**src/tgql_pkg.sv**
```systemverilog
`timescale 1ns / 1ps
// shared types, codes and helpers of the glyph quad layout block
package tgql_pkg;

   localparam int POS_W          = 20;
   localparam int ENTRY_COORD_W  = 12;
   localparam int CSR_IDX_W      = 3;
   localparam int CSR_DATA_W     = 8;

   // item and result kinds
   localparam logic KIND_LOAD   = 1'b0;
   localparam logic KIND_CHAR   = 1'b1;
   localparam logic RES_CORNER  = 1'b0;
   localparam logic RES_MEAS    = 1'b1;

   localparam logic [7:0] CODE_NEWLINE = 8'd10;
   localparam logic [7:0] CODE_SPACE   = 8'd32;

   localparam logic signed [POS_W-1:0] POS_MAX = 20'sh7FFFF;

   // configuration register indexes
   localparam logic [CSR_IDX_W-1:0] CSR_MIN_CODE    = 3'd0;
   localparam logic [CSR_IDX_W-1:0] CSR_MAX_CODE    = 3'd1;
   localparam logic [CSR_IDX_W-1:0] CSR_LINE_HEIGHT = 3'd2;
   localparam logic [CSR_IDX_W-1:0] CSR_ATLAS_LOG2  = 3'd3;
   localparam logic [CSR_IDX_W-1:0] CSR_WINDING     = 3'd4;

   localparam logic [7:0] RST_MIN_CODE    = 8'd32;
   localparam logic [7:0] RST_MAX_CODE    = 8'd126;
   localparam logic [7:0] RST_LINE_HEIGHT = 8'd16;
   localparam logic [3:0] RST_ATLAS_LOG2  = 4'd8;
   localparam logic       RST_WINDING     = 1'b0;

   // output sequencer beats
   localparam logic [2:0] BEAT_FIRST_CORNER = 3'd0;
   localparam logic [2:0] BEAT_LAST_CORNER  = 3'd3;
   localparam logic [2:0] BEAT_MEAS         = 3'd4;

   // one glyph's worth of positions plus the measurement snapshot
   typedef struct packed {
      logic                    quad;
      logic                    meas;
      logic                    fin;
      logic                    cw;
      logic signed [POS_W-1:0] x0;
      logic signed [POS_W-1:0] y0;
      logic signed [POS_W-1:0] x1;
      logic signed [POS_W-1:0] y1;
      logic signed [POS_W-1:0] lw;
      logic signed [POS_W-1:0] wl;
      logic signed [POS_W-1:0] nt;
   } tgql_job_type;

   // add a non-negative byte and clamp at the top of the position range
   function automatic logic signed [POS_W-1:0] sat_add(input logic signed [POS_W-1:0] a,
                                                       input logic [7:0] b);
      logic signed [POS_W:0] s;
      s = {a[POS_W-1], a} + {{(POS_W-7){1'b0}}, b};
      sat_add = (s[POS_W:POS_W-1] == 2'b01) ? POS_MAX : s[POS_W-1:0];
   endfunction

endpackage

```
**src/tgql_if.sv**
```systemverilog


interface tgql_rsp_if #(
   parameter int TEX_W = 17
);
   logic               valid;
   logic               ready;
   logic               result_kind;
   logic signed [19:0] pos_x;
   logic signed [19:0] pos_y;
   logic [TEX_W-1:0]   tex_s;
   logic [TEX_W-1:0]   tex_t;
   logic [1:0]         corner;
   logic               last;

   modport source (
      output valid, result_kind, pos_x, pos_y, tex_s, tex_t, corner, last,
      input  ready
   );
   modport sink (
      input  valid, result_kind, pos_x, pos_y, tex_s, tex_t, corner, last,
      output ready
   );
endinterface

```
**src/tgql_emit.sv**
```systemverilog
`timescale 1ns / 1ps
// quad corner and measurement sequencer with registered response output
module tgql_emit import tgql_pkg::*; #(
   parameter int TEXEL_W       = 13,
   parameter int TEX_FRAC_BITS = 16
) (
   input  logic               clock,
   input  logic               reset,
   input  logic               hand_valid,
   output logic               hand_ready,
   input  tgql_job_type       job,
   input  logic [TEXEL_W-1:0] tex_sa,
   input  logic [TEXEL_W-1:0] tex_sb,
   input  logic [TEXEL_W-1:0] tex_ta,
   input  logic [TEXEL_W-1:0] tex_tb,
   input  logic [7:0]         line_height,
   input  logic [3:0]         atlas_log2,
   tgql_rsp_if.source         rsp_chan
);

   localparam int TEX_W = TEX_FRAC_BITS + 1;
   localparam int SW    = TEXEL_W + TEX_FRAC_BITS + 16;
   localparam logic [SW-1:0] TEX_ONE = SW'(1) << TEX_FRAC_BITS;

   // texel to normalized coordinate, round half up, clamp at 1.0
   function automatic logic [TEX_W-1:0] tex_coord(input logic [TEXEL_W-1:0] texel,
                                                  input logic [3:0] shift);
      logic [SW-1:0] scaled;
      logic [SW-1:0] half;
      logic [SW-1:0] quot;
      scaled = SW'(texel) << TEX_FRAC_BITS;
      half   = (SW'(1) << shift) >> 1;
      quot   = (scaled + half) >> shift;
      tex_coord = (quot > TEX_ONE) ? TEX_ONE[TEX_W-1:0] : quot[TEX_W-1:0];
   endfunction

   tgql_job_type       job_ff;
   logic [TEXEL_W-1:0] sa_ff, sb_ff, ta_ff, tb_ff;
   logic               job_valid_ff, job_valid_in;
   logic [2:0]         beat_ff, beat_in;

   logic                    rsp_valid_ff, rsp_valid_in;
   logic                    rsp_kind_ff, rsp_kind_in;
   logic signed [POS_W-1:0] rsp_pos_x_ff, rsp_pos_x_in;
   logic signed [POS_W-1:0] rsp_pos_y_ff, rsp_pos_y_in;
   logic [TEX_W-1:0]        rsp_tex_s_ff, rsp_tex_s_in;
   logic [TEX_W-1:0]        rsp_tex_t_ff, rsp_tex_t_in;
   logic [1:0]              rsp_corner_ff, rsp_corner_in;
   logic                    rsp_last_ff, rsp_last_in;

   logic                    out_load, last_beat, done_now, take, emit;
   logic                    meas_beat, use_x1, use_y1;
   logic [1:0]              corner_idx;
   logic signed [POS_W-1:0] meas_w, meas_h;

   assign out_load   = !rsp_valid_ff || rsp_chan.ready;
   assign emit       = job_valid_ff && out_load;
   assign meas_beat  = (beat_ff == BEAT_MEAS);
   assign last_beat  = meas_beat || (beat_ff == BEAT_LAST_CORNER && !job_ff.meas);
   assign done_now   = emit && last_beat;
   assign hand_ready = !job_valid_ff || done_now;
   assign take       = hand_valid && hand_ready;

   assign corner_idx = beat_ff[1:0];
   // corner walk: ccw goes x0y0 x1y0 x1y1 x0y1, cw goes x0y0 x0y1 x1y1 x1y0
   assign use_x1 = job_ff.cw ? corner_idx[1] : (corner_idx[1] ^ corner_idx[0]);
   assign use_y1 = job_ff.cw ? (corner_idx[1] ^ corner_idx[0]) : corner_idx[1];

   assign meas_w = (job_ff.lw > job_ff.wl) ? job_ff.lw : job_ff.wl;
   assign meas_h = sat_add(job_ff.nt, line_height);

   always_comb begin
      if (meas_beat) begin
         rsp_kind_in   = RES_MEAS;
         rsp_pos_x_in  = meas_w;
         rsp_pos_y_in  = meas_h;
         rsp_tex_s_in  = '0;
         rsp_tex_t_in  = '0;
         rsp_corner_in = '0;
         rsp_last_in   = 1'b1;
      end else begin
         rsp_kind_in   = RES_CORNER;
         rsp_pos_x_in  = use_x1 ? job_ff.x1 : job_ff.x0;
         rsp_pos_y_in  = use_y1 ? job_ff.y1 : job_ff.y0;
         rsp_tex_s_in  = tex_coord(use_x1 ? sb_ff : sa_ff, atlas_log2);
         // the top edge of the quad samples the bottom texel row
         rsp_tex_t_in  = tex_coord(use_y1 ? ta_ff : tb_ff, atlas_log2);
         rsp_corner_in = corner_idx;
         rsp_last_in   = (beat_ff == BEAT_LAST_CORNER) && !job_ff.fin;
      end
   end

   always_comb begin
      job_valid_in = job_valid_ff;
      beat_in      = beat_ff;
      if (take) begin
         job_valid_in = 1'b1;
         beat_in      = job.quad ? BEAT_FIRST_CORNER : BEAT_MEAS;
      end else if (emit) begin
         if (last_beat) begin
            job_valid_in = 1'b0;
         end else if (beat_ff == BEAT_LAST_CORNER) begin
            beat_in = BEAT_MEAS;
         end else begin
            beat_in = beat_ff + 3'd1;
         end
      end
   end

   assign rsp_valid_in = out_load ? job_valid_ff : rsp_valid_ff;

   always_ff @(posedge clock) begin
      if (reset) begin
         job_valid_ff <= 1'b0;
         beat_ff      <= BEAT_FIRST_CORNER;
         rsp_valid_ff <= 1'b0;
      end else begin
         job_valid_ff <= job_valid_in;
         beat_ff      <= beat_in;
         rsp_valid_ff <= rsp_valid_in;
      end
   end

   always_ff @(posedge clock) begin
      if (take) begin
         job_ff <= job;
         sa_ff  <= tex_sa;
         sb_ff  <= tex_sb;
         ta_ff  <= tex_ta;
         tb_ff  <= tex_tb;
      end
      if (emit) begin
         rsp_kind_ff   <= rsp_kind_in;
         rsp_pos_x_ff  <= rsp_pos_x_in;
         rsp_pos_y_ff  <= rsp_pos_y_in;
         rsp_tex_s_ff  <= rsp_tex_s_in;
         rsp_tex_t_ff  <= rsp_tex_t_in;
         rsp_corner_ff <= rsp_corner_in;
         rsp_last_ff   <= rsp_last_in;
      end
   end

   assign rsp_chan.valid       = rsp_valid_ff;
   assign rsp_chan.result_kind = rsp_kind_ff;
   assign rsp_chan.pos_x       = rsp_pos_x_ff;
   assign rsp_chan.pos_y       = rsp_pos_y_ff;
   assign rsp_chan.tex_s       = rsp_tex_s_ff;
   assign rsp_chan.tex_t       = rsp_tex_t_ff;
   assign rsp_chan.corner      = rsp_corner_ff;
   assign rsp_chan.last        = rsp_last_ff;

`ifndef NO_ASSERTIONS
   a_beat_range: assert property (@(posedge clock) disable iff (reset)
      job_valid_ff |-> beat_ff <= BEAT_MEAS)
      else $error("sequencer beat out of range");

   a_meas_only_job: assert property (@(posedge clock) disable iff (reset)
      job_valid_ff && !job_ff.quad |-> beat_ff == BEAT_MEAS)
      else $error("quadless job walking corners");

   a_meas_beat_shape: assert property (@(posedge clock) disable iff (reset)
      rsp_valid_ff && rsp_kind_ff == RES_MEAS |-> rsp_corner_ff == 2'd0 && rsp_last_ff)
      else $error("measurement beat malformed");
`endif

endmodule

```
**src/flat_wrapper.sv**
```systemverilog
// flat-port wrapper written by rule: the top's interface ports become plain ports
module tgql_emit_flat import tgql_pkg::*;
#(
   parameter int TEXEL_W       = 13,
   parameter int TEX_FRAC_BITS = 16
)
  (clock, reset, hand_valid, hand_ready, job, tex_sa, tex_sb, tex_ta, tex_tb, line_height, atlas_log2, rsp_chan_valid, rsp_chan_result_kind, rsp_chan_pos_x, rsp_chan_pos_y, rsp_chan_tex_s, rsp_chan_tex_t, rsp_chan_corner, rsp_chan_last, rsp_chan_ready);
  tgql_rsp_if rsp_chan_i ();
  input  logic clock;
  input  logic reset;
  input  logic hand_valid;
  output logic hand_ready;
  input  tgql_job_type job;
  input  logic [TEXEL_W-1:0] tex_sa;
  input  logic [TEXEL_W-1:0] tex_sb;
  input  logic [TEXEL_W-1:0] tex_ta;
  input  logic [TEXEL_W-1:0] tex_tb;
  input  logic [7:0] line_height;
  input  logic [3:0] atlas_log2;
  output wire logic [$bits(rsp_chan_i.valid)-1:0] rsp_chan_valid;
  output wire logic [$bits(rsp_chan_i.result_kind)-1:0] rsp_chan_result_kind;
  output wire logic [$bits(rsp_chan_i.pos_x)-1:0] rsp_chan_pos_x;
  output wire logic [$bits(rsp_chan_i.pos_y)-1:0] rsp_chan_pos_y;
  output wire logic [$bits(rsp_chan_i.tex_s)-1:0] rsp_chan_tex_s;
  output wire logic [$bits(rsp_chan_i.tex_t)-1:0] rsp_chan_tex_t;
  output wire logic [$bits(rsp_chan_i.corner)-1:0] rsp_chan_corner;
  output wire logic [$bits(rsp_chan_i.last)-1:0] rsp_chan_last;
  input wire logic [$bits(rsp_chan_i.ready)-1:0] rsp_chan_ready;
  assign rsp_chan_valid = rsp_chan_i.valid;
  assign rsp_chan_result_kind = rsp_chan_i.result_kind;
  assign rsp_chan_pos_x = rsp_chan_i.pos_x;
  assign rsp_chan_pos_y = rsp_chan_i.pos_y;
  assign rsp_chan_tex_s = rsp_chan_i.tex_s;
  assign rsp_chan_tex_t = rsp_chan_i.tex_t;
  assign rsp_chan_corner = rsp_chan_i.corner;
  assign rsp_chan_last = rsp_chan_i.last;
  assign rsp_chan_i.ready = rsp_chan_ready;
  tgql_emit #(.TEXEL_W(TEXEL_W), .TEX_FRAC_BITS(TEX_FRAC_BITS)) u_core (.clock(clock), .reset(reset), .hand_valid(hand_valid), .hand_ready(hand_ready), .job(job), .tex_sa(tex_sa), .tex_sb(tex_sb), .tex_ta(tex_ta), .tex_tb(tex_tb), .line_height(line_height), .atlas_log2(atlas_log2), .rsp_chan(rsp_chan_i));
endmodule
```
**config.mk**
```make
export PLATFORM = sky130hd
export DESIGN_NAME = tgql_emit_flat
export DESIGN_NICKNAME = d
export VERILOG_FILES = /design/src/tgql_pkg.sv /design/src/tgql_if.sv /design/src/tgql_emit.sv /design/src/flat_wrapper.sv
export SDC_FILE = /design/constraint.sdc
export NUM_CORES = 1
export LEC_CHECK = 0
export ABC_AREA = 1
export BUFFER_PORTS_ARGS = -buffer_cell sky130_fd_sc_hd__buf_2
export CAP_MARGIN = 0
export CORE_MARGIN = 2
export CORE_UTILIZATION = 45
export CTS_CLUSTER_DIAMETER = 50
export DETAILED_ROUTE_END_ITERATION = 16
export GPL_TIMING_DRIVEN = 0
export PLACE_DENSITY = 0.69
export SYNTH_ARGS = -nofsm -noshare
export SYNTH_HDL_FRONTEND = slang
export SYNTH_SLANG_ARGS = --single-unit
```
**constraint.sdc**
```tcl
create_clock -name clock -period 12.6 [get_ports clock]
set_input_delay 2.52 -clock clock [delete_from_list [all_inputs] [get_ports clock]]
set_output_delay 2.52 -clock clock [all_outputs]
set_load 0.1 [all_outputs]
```
======== Word-level counts from Yosys, hierarchy flattened ========
Index checks and enable logic that the tools add are counted.
operators by class
  add/subtract/negate cells ............... 4
  eq/ne operators ......................... 4
  muxes and demuxes ....................... 21
  bitwise operators ....................... 1
  reduce and logical (&&, ||, !) cells .... 18
  shifts and indexed selects .............. 3
  order comparisons ....................... 3
operators by type and width
  cell                                                                                count
  20-bit two-way mux                                                                  6
  29-bit by 44-bit adder with 45-bit output                                           2
  45-bit by 17-bit greater-than comparator with 1-bit output (second input constant)  2
  45-bit by 4-bit >> shifter with 45-bit output                                       2
  1-bit by 4-bit left shift with 45-bit output (first input constant)                 1
  17-bit two-way mux                                                                  2
  13-bit two-way mux                                                                  2
  20-bit by 9-bit adder with 21-bit output                                            1
  20-bit greater-than comparator                                                      1
  3-bit two-way mux                                                                   5
  1-bit two-way mux                                                                   6
  1-bit logical AND                                                                   5
  1-bit logical NOT                                                                   4
  2-bit AND reduction                                                                 2
  2-bit nonzero test                                                                  2
  2-bit OR reduction                                                                  2
  3-bit by 1-bit adder with 3-bit output (second input constant)                      1
  3-bit by 2-bit == test with 1-bit output (second input constant)                    1
  3-bit == test (second input constant)                                               1
  1-bit logical OR                                                                    3
  2-bit by 1-bit == test with 1-bit output (second input constant)                    1
  2-bit inequality test (second input constant)                                       1
  1-bit XOR                                                                           1
storage, ports and cells
  register bits after elaboration ......... 278
  bits of input ports ..................... 212
  output and inout bits ................... 80

======== Depth between registers and ports, before layout ========
  depth in word-level cells ............... 8
  depth in mapped cells ................... 19
  depth with buffers taken out ............ 18

======== Worst setup path before layout ========
Ideal clock, no wire load.
  path type ............................... input-to-reg
  start point ............................. input port rsp_chan_ready
  end point ............................... register u_core.beat_ff[2]
  slack ................................... 0.723 ns
  arrival ................................. 11.392 ns
  library setup time ...................... 0.485 ns
  stages on the path ...................... 5
  path buffers ............................ 0
  cells stage by stage .................... inv_1 nand2_1 a21oi_1 nor2_1 a211oi_1
between the ends
  word-level cells in the longest chain between the ends .. 7
RTL lines
  what                                                                   line                RTL
  start, declared                                                        flat_wrapper.sv:28  input wire logic [$bits(rsp_chan_i.ready)-1:0] rsp_chan_ready;
  1-bit logical OR *                                                     tgql_emit.sv:56     assign out_load = !rsp_valid_ff || rsp_chan.ready;
  1-bit logical AND *                                                    tgql_emit.sv:57     assign emit = job_valid_ff && out_load;
  1-bit logical AND                                                      tgql_emit.sv:60     assign done_now = emit && last_beat;
  1-bit logical OR                                                       tgql_emit.sv:61     assign hand_ready = !job_valid_ff || done_now;
  1-bit logical AND                                                      tgql_emit.sv:62     assign take = hand_valid && hand_ready;
  2-bit inequality test (no line) or 2-bit nonzero test (tied branches)  n/a
  2-bit AND reduction (no line)                                          n/a
  end signal, assigned                                                   tgql_emit.sv:119    beat_ff <= beat_in;
  end, declared                                                          tgql_emit.sv:40     logic [2:0] beat_ff, beat_in;
Every way passes the cells marked *; elsewhere a longest branch is shown, timed or not.
A chain may end at the register's enable or synchronous reset.

======== Final worst setup path ========
  start point ............................. input port rsp_chan_ready
  end point ............................... output port hand_ready
between the ends
  word-level cells in the longest chain between the ends .. 4
RTL lines
  what               line                RTL
  1-bit logical OR   tgql_emit.sv:56
  1-bit logical AND  tgql_emit.sv:57
  1-bit logical AND  tgql_emit.sv:60
  1-bit logical OR   tgql_emit.sv:61
  end, declared      flat_wrapper.sv:12  output logic hand_ready;
No other way between the ends.

==> results <==
- The run finished with clean final reports.
- In this run the number of H-tree levels came out at 2.
- The number of max-slew violations in the final report is 0.
- The biggest area contributor in the post-synthesis netlist is sky130_fd_sc_hd__edfxtp_1.
- The final sum of negative setup slack is 0 ns.
- For the worst setup path, the data arrival time is 3.43 ns.
- The share of synthesized area occupied by flip-flops and latches is 63.4%.
- Dividing total power by cell area gives a power density of 156 nW/um^2.
- The synthesized netlist devotes 1.00% of its cell area to XOR and XNOR gates.
- The worst min-delay path class is register to register.
- The share of cell area taken by muxes after synthesis is 0%.
- The leakage power of the design is 6.97 nW.
- The worst pin sits at a relative slew slack of 43.0%.
- The largest individual stage delay along the critical path comes from the cell sky130_fd_sc_hd__buf_2.
- Clock tree synthesis inserted a total of 34 buffers.
- For this run, design rule violations remaining after detail routing come to 0.
- Dividing the detail-routed wire length by the instance count gives 18.2 um.
- The number of detailed-routing iterations run before antenna repair is 5.
- The last weighted congestion value of the routability-driven placer is 0.886.
- The endpoint kind of the worst setup timing path is an output pin.
- The flip-flop and latch count after synthesis is 278.
- The post-CTS setup buffer count is 0.
- The worst path uses 47.2% of the clock period.
- The number of global-route vias before repair was 10,100.
- The final net count is 1,799.
- The Yosys warning count is 0.
- Measured along the x axis, the die boundary spans 175 um.
- The max capacitance violation total is 0.
- TritonCTS built the clock tree.
- The critical path is of the primary input to output pin type.
- The wire length after detailed routing is 35,900 um.
- After legalization and detailed placement, the total HPWL measured 27,500 um.
- The total congestion overflow is 0.
- The simple-gate share of the synthesized area is 21.5%.
- Entering global routing, the biggest net connects 37 pins.
- The fraction of synthesized cell area taken by the top area cell type is 62.6%.
- The detailed router finished its first iteration with 774 violations.
- Relative to the synthesized area, the layout overhead comes to 25.1%.
- The final period demand of the worst path is 5.95 ns.
- Summing over every cut layer, the via total after detailed routing is 10,300.
- The routed length on met2 is 17,800 um.
- The clock tree skew after final layout is 0.0292 ns.
- Traced cell by cell, the critical path runs through buf_2 -> inv_1 -> nand2_1 -> a21oi_1 -> inv_1 -> buf_2.
- Of all nets on the critical path, the largest fanout is 3.
- Setup repair after global routing left no endpoint under its margin.
- The global-route wire length before repair is 55,000 um.
- The slew at the pin closest to its max-slew limit is 0.855 ns.
- The worst setup path is launched from a primary input.
- By area, the combinational part of the netlist is dominated by simple AND/OR/NAND/NOR gates.
- Dividing the detail-routed via count by the number of cells gives 5.23.
- The most used flip-flop cell after synthesis is sky130_fd_sc_hd__edfxtp_1.
- STA puts the critical path data required time at 10.08 ns.
- The root buffer cell chosen for the clock tree is sky130_fd_sc_hd__clkbuf_16.
- The core box area is 28,700 um^2.
- Counting every instance in the synthesized netlist gives 1,220.
- The total chip power is 0.00256 W.
- The number of enable flip-flop cells after synthesis is 273.
- The clock passes through at most 3 buffers.
- The number of hold buffers added after cts is 0.
- The area of all placed cells without fillers is 16,400 um^2.
- In the synthesized netlist the async set-or-reset flop fraction comes to 0%.
- For this run, the total global-route usage over all layers was measured as 23.4%.
- Summing the areas of all fa, ha and maj instances in the mapped netlist gives 3.12% of the synthesized area.
- After synthesis, the most frequently instantiated cells are sky130_fd_sc_hd__edfxtp_1 (273), sky130_fd_sc_hd__nand3_1 (261), sky130_fd_sc_hd__nand2_1 (232).
- A synthesized cell averages 10.7 um^2.
- The length of routed wiring on met1 is 14,600 um.
- In the detailed route, the total length drawn on met3 is 2280 um.
- Measured along the y axis, the die boundary spans 175 um.
- The fmax is 0.168 GHz.
- VDD sags by at most 0.000143 V.
- 292 I/O pins were placed.
- The number of antenna violations at the first check in global routing was 12.
- In this run the cell area measured after placement is 15,200 um^2.
- The number of distinct standard cells referenced by the synthesized netlist is 42.
- By area the synthesized netlist is led by sky130_fd_sc_hd__edfxtp_1 (63%), sky130_fd_sc_hd__nand3_1 (10%), sky130_fd_sc_hd__nand2_1 (6.7%).
- The number of gates given a new drive strength after cts is 0.
- The clock drives 278 sinks.
- The share of layout cells above drive strength 1 is 26.5%.
- The overall die area is 30,500 um^2.
- In the post-synthesis netlist, the cell with the most instances is sky130_fd_sc_hd__edfxtp_1.
- The total number of placement rows is 62.
- The initial utilization of the core area, before any placement, comes to 45.6%.
- The share of the synthesized area in compound gates (AO/OA/AOI/OAI) is 6.20%.
- The number of failing hold endpoints at the final stage came to 0.
- The count of final setup violators is 0.
- The CTS clock-pin slew for the worst setup and hold paths is 0.05 ns.
- The highest routed metal layer is met5.
- The port buffer count is 289.
- The number of routed nets with antenna violations is 0.
- The cell area after synthesis is 13,100 um^2.
- The largest single stage delay on the critical path is 0.30 ns.
- At the later pin of the worst-skew pair, clock insertion delay measures 0.52 ns.
cells in the final DEF, fill, tap and decap left out, types with 2 or more instances in the layout:
cell type	n
sky130_fd_sc_hd__a211oi_1	3
sky130_fd_sc_hd__a21oi_1	41
sky130_fd_sc_hd__a22oi_1	18
sky130_fd_sc_hd__and2_1	2
sky130_fd_sc_hd__buf_1	11
sky130_fd_sc_hd__buf_12	6
sky130_fd_sc_hd__buf_16	3
sky130_fd_sc_hd__buf_2	306
sky130_fd_sc_hd__buf_6	5
sky130_fd_sc_hd__bufinv_16	3
sky130_fd_sc_hd__clkbuf_1	29
sky130_fd_sc_hd__clkbuf_16	35
sky130_fd_sc_hd__clkinv_1	5
sky130_fd_sc_hd__clkinv_2	4
sky130_fd_sc_hd__clkinv_4	4
sky130_fd_sc_hd__conb_1	2
sky130_fd_sc_hd__dfxtp_1	5
sky130_fd_sc_hd__diode_2	10
sky130_fd_sc_hd__edfxtp_1	273
sky130_fd_sc_hd__ha_1	31
sky130_fd_sc_hd__inv_1	85
sky130_fd_sc_hd__inv_2	4
sky130_fd_sc_hd__inv_6	3
sky130_fd_sc_hd__nand2_1	232
sky130_fd_sc_hd__nand2_2	11
sky130_fd_sc_hd__nand2_4	4
sky130_fd_sc_hd__nand3_1	261
sky130_fd_sc_hd__nand3_2	4
sky130_fd_sc_hd__nand4_1	14
sky130_fd_sc_hd__nor2_1	54
sky130_fd_sc_hd__nor2_2	20
sky130_fd_sc_hd__nor2_4	2
sky130_fd_sc_hd__nor3_1	6
sky130_fd_sc_hd__o211ai_1	4
sky130_fd_sc_hd__o21ai_0	35
sky130_fd_sc_hd__o21ai_1	4
sky130_fd_sc_hd__o21bai_1	22
sky130_fd_sc_hd__xnor2_1	3
sky130_fd_sc_hd__xor2_1	12
metal layers:
| layer | up-vias | track usage, % |
|---|---|---|
| li1 | 5026 | - |
| met3 | 73 | 4.35 |
| met4 | 4 | 8.65 |
| met1 | 4830 | 30.0 |
| met2 | 393 | 39.6 |
| met5 | - | 0 |
report_power, final:
| part | switching (W) | internal [W] | leakage, nW | total (W) |
|---|---|---|---|---|
| clock network | 0.000381 | 0.000580 | 0.549 | 0.000961 |
| registers | 0.0000200 | 0.00110 | 2.65 | 0.00112 |
| logic | 0.000356 | 0.000124 | 3.76 | 0.000480 |
| total | 0.000757 | 0.00180 | 6.97 | 0.00256 |
path summary, 6_finish.rpt:
| check | slack [ns] | depth (start not counted) | from | to |
|---|---|---|---|---|
| max | 6.65 | 6 | rsp_chan_ready | hand_ready |
| min | 0.50 | 2 | u_core.beat_ff[0]$_SDFFE_PP0P_ | u_core.beat_ff[0]$_SDFFE_PP0P_ |
| max reg2reg | 9.34 | 19 | u_core.beat_ff[1]$_SDFFE_PP0P_ | u_core.rsp_chan.tex_t[11]$_SDFFCE_PP0P_ |
| min reg2reg | 0.50 | 2 | u_core.beat_ff[0]$_SDFFE_PP0P_ | u_core.beat_ff[0]$_SDFFE_PP0P_ |
registers in the layout, indices dropped and copies added, names as in the netlist, 2 cells and up:
register	flops
u_core.job_ff	143
u_core.rsp_chan.pos_x	20
u_core.rsp_chan.pos_y	20
u_core.rsp_chan.tex_s	17
u_core.rsp_chan.tex_t	17
u_core.sa_ff	13
u_core.sb_ff	13
u_core.ta_ff	13
u_core.tb_ff	13
u_core.beat_ff	3
u_core.rsp_chan.corner	2
metrics by stage:
stage / cells / hold slack [ns] / util (%) / setup WS [ns]
global placement: 1894 / 0.465 / 52.3 / -2.67
global route: 1971 / 0.551 / 57.0 / 6.60
CTS: 1964 / 0.498 / 57.0 / 6.66
finish: 1974 / 0.497 / 57.1 / 6.65
detailed placement: 1903 / 0.492 / 53.1 / 6.66
floorplan: 1221 / 0.450 / - / 0.723
area by class of cell:
cell class	instances	area (um^2)
diodes	10	25.0
plain buffers	57	277
clock buffers	41	898
clock inverters	20	218
fillers	2506	12300
inverters	90	338
multi-input cells	796	4190
flip-flops and latches	278	8300
well taps	384	480
repair buffers	298	1650
critical path: cells and delay by family:
family          cells  cell delay (ns)
simple gates        1             0.07
compound gates      1             0.29
buf+inv             4             0.53
kinds of logic after synthesis:
group,after synthesis
AOI/OAI and AO/OA,134
adders and majority gates,32
and+or+nand+nor,613
DFF,278
other,1
xor gates and xnor gates,15
buffers and inverters,147
No activity file was read; power rests on OpenSTA's default activity.
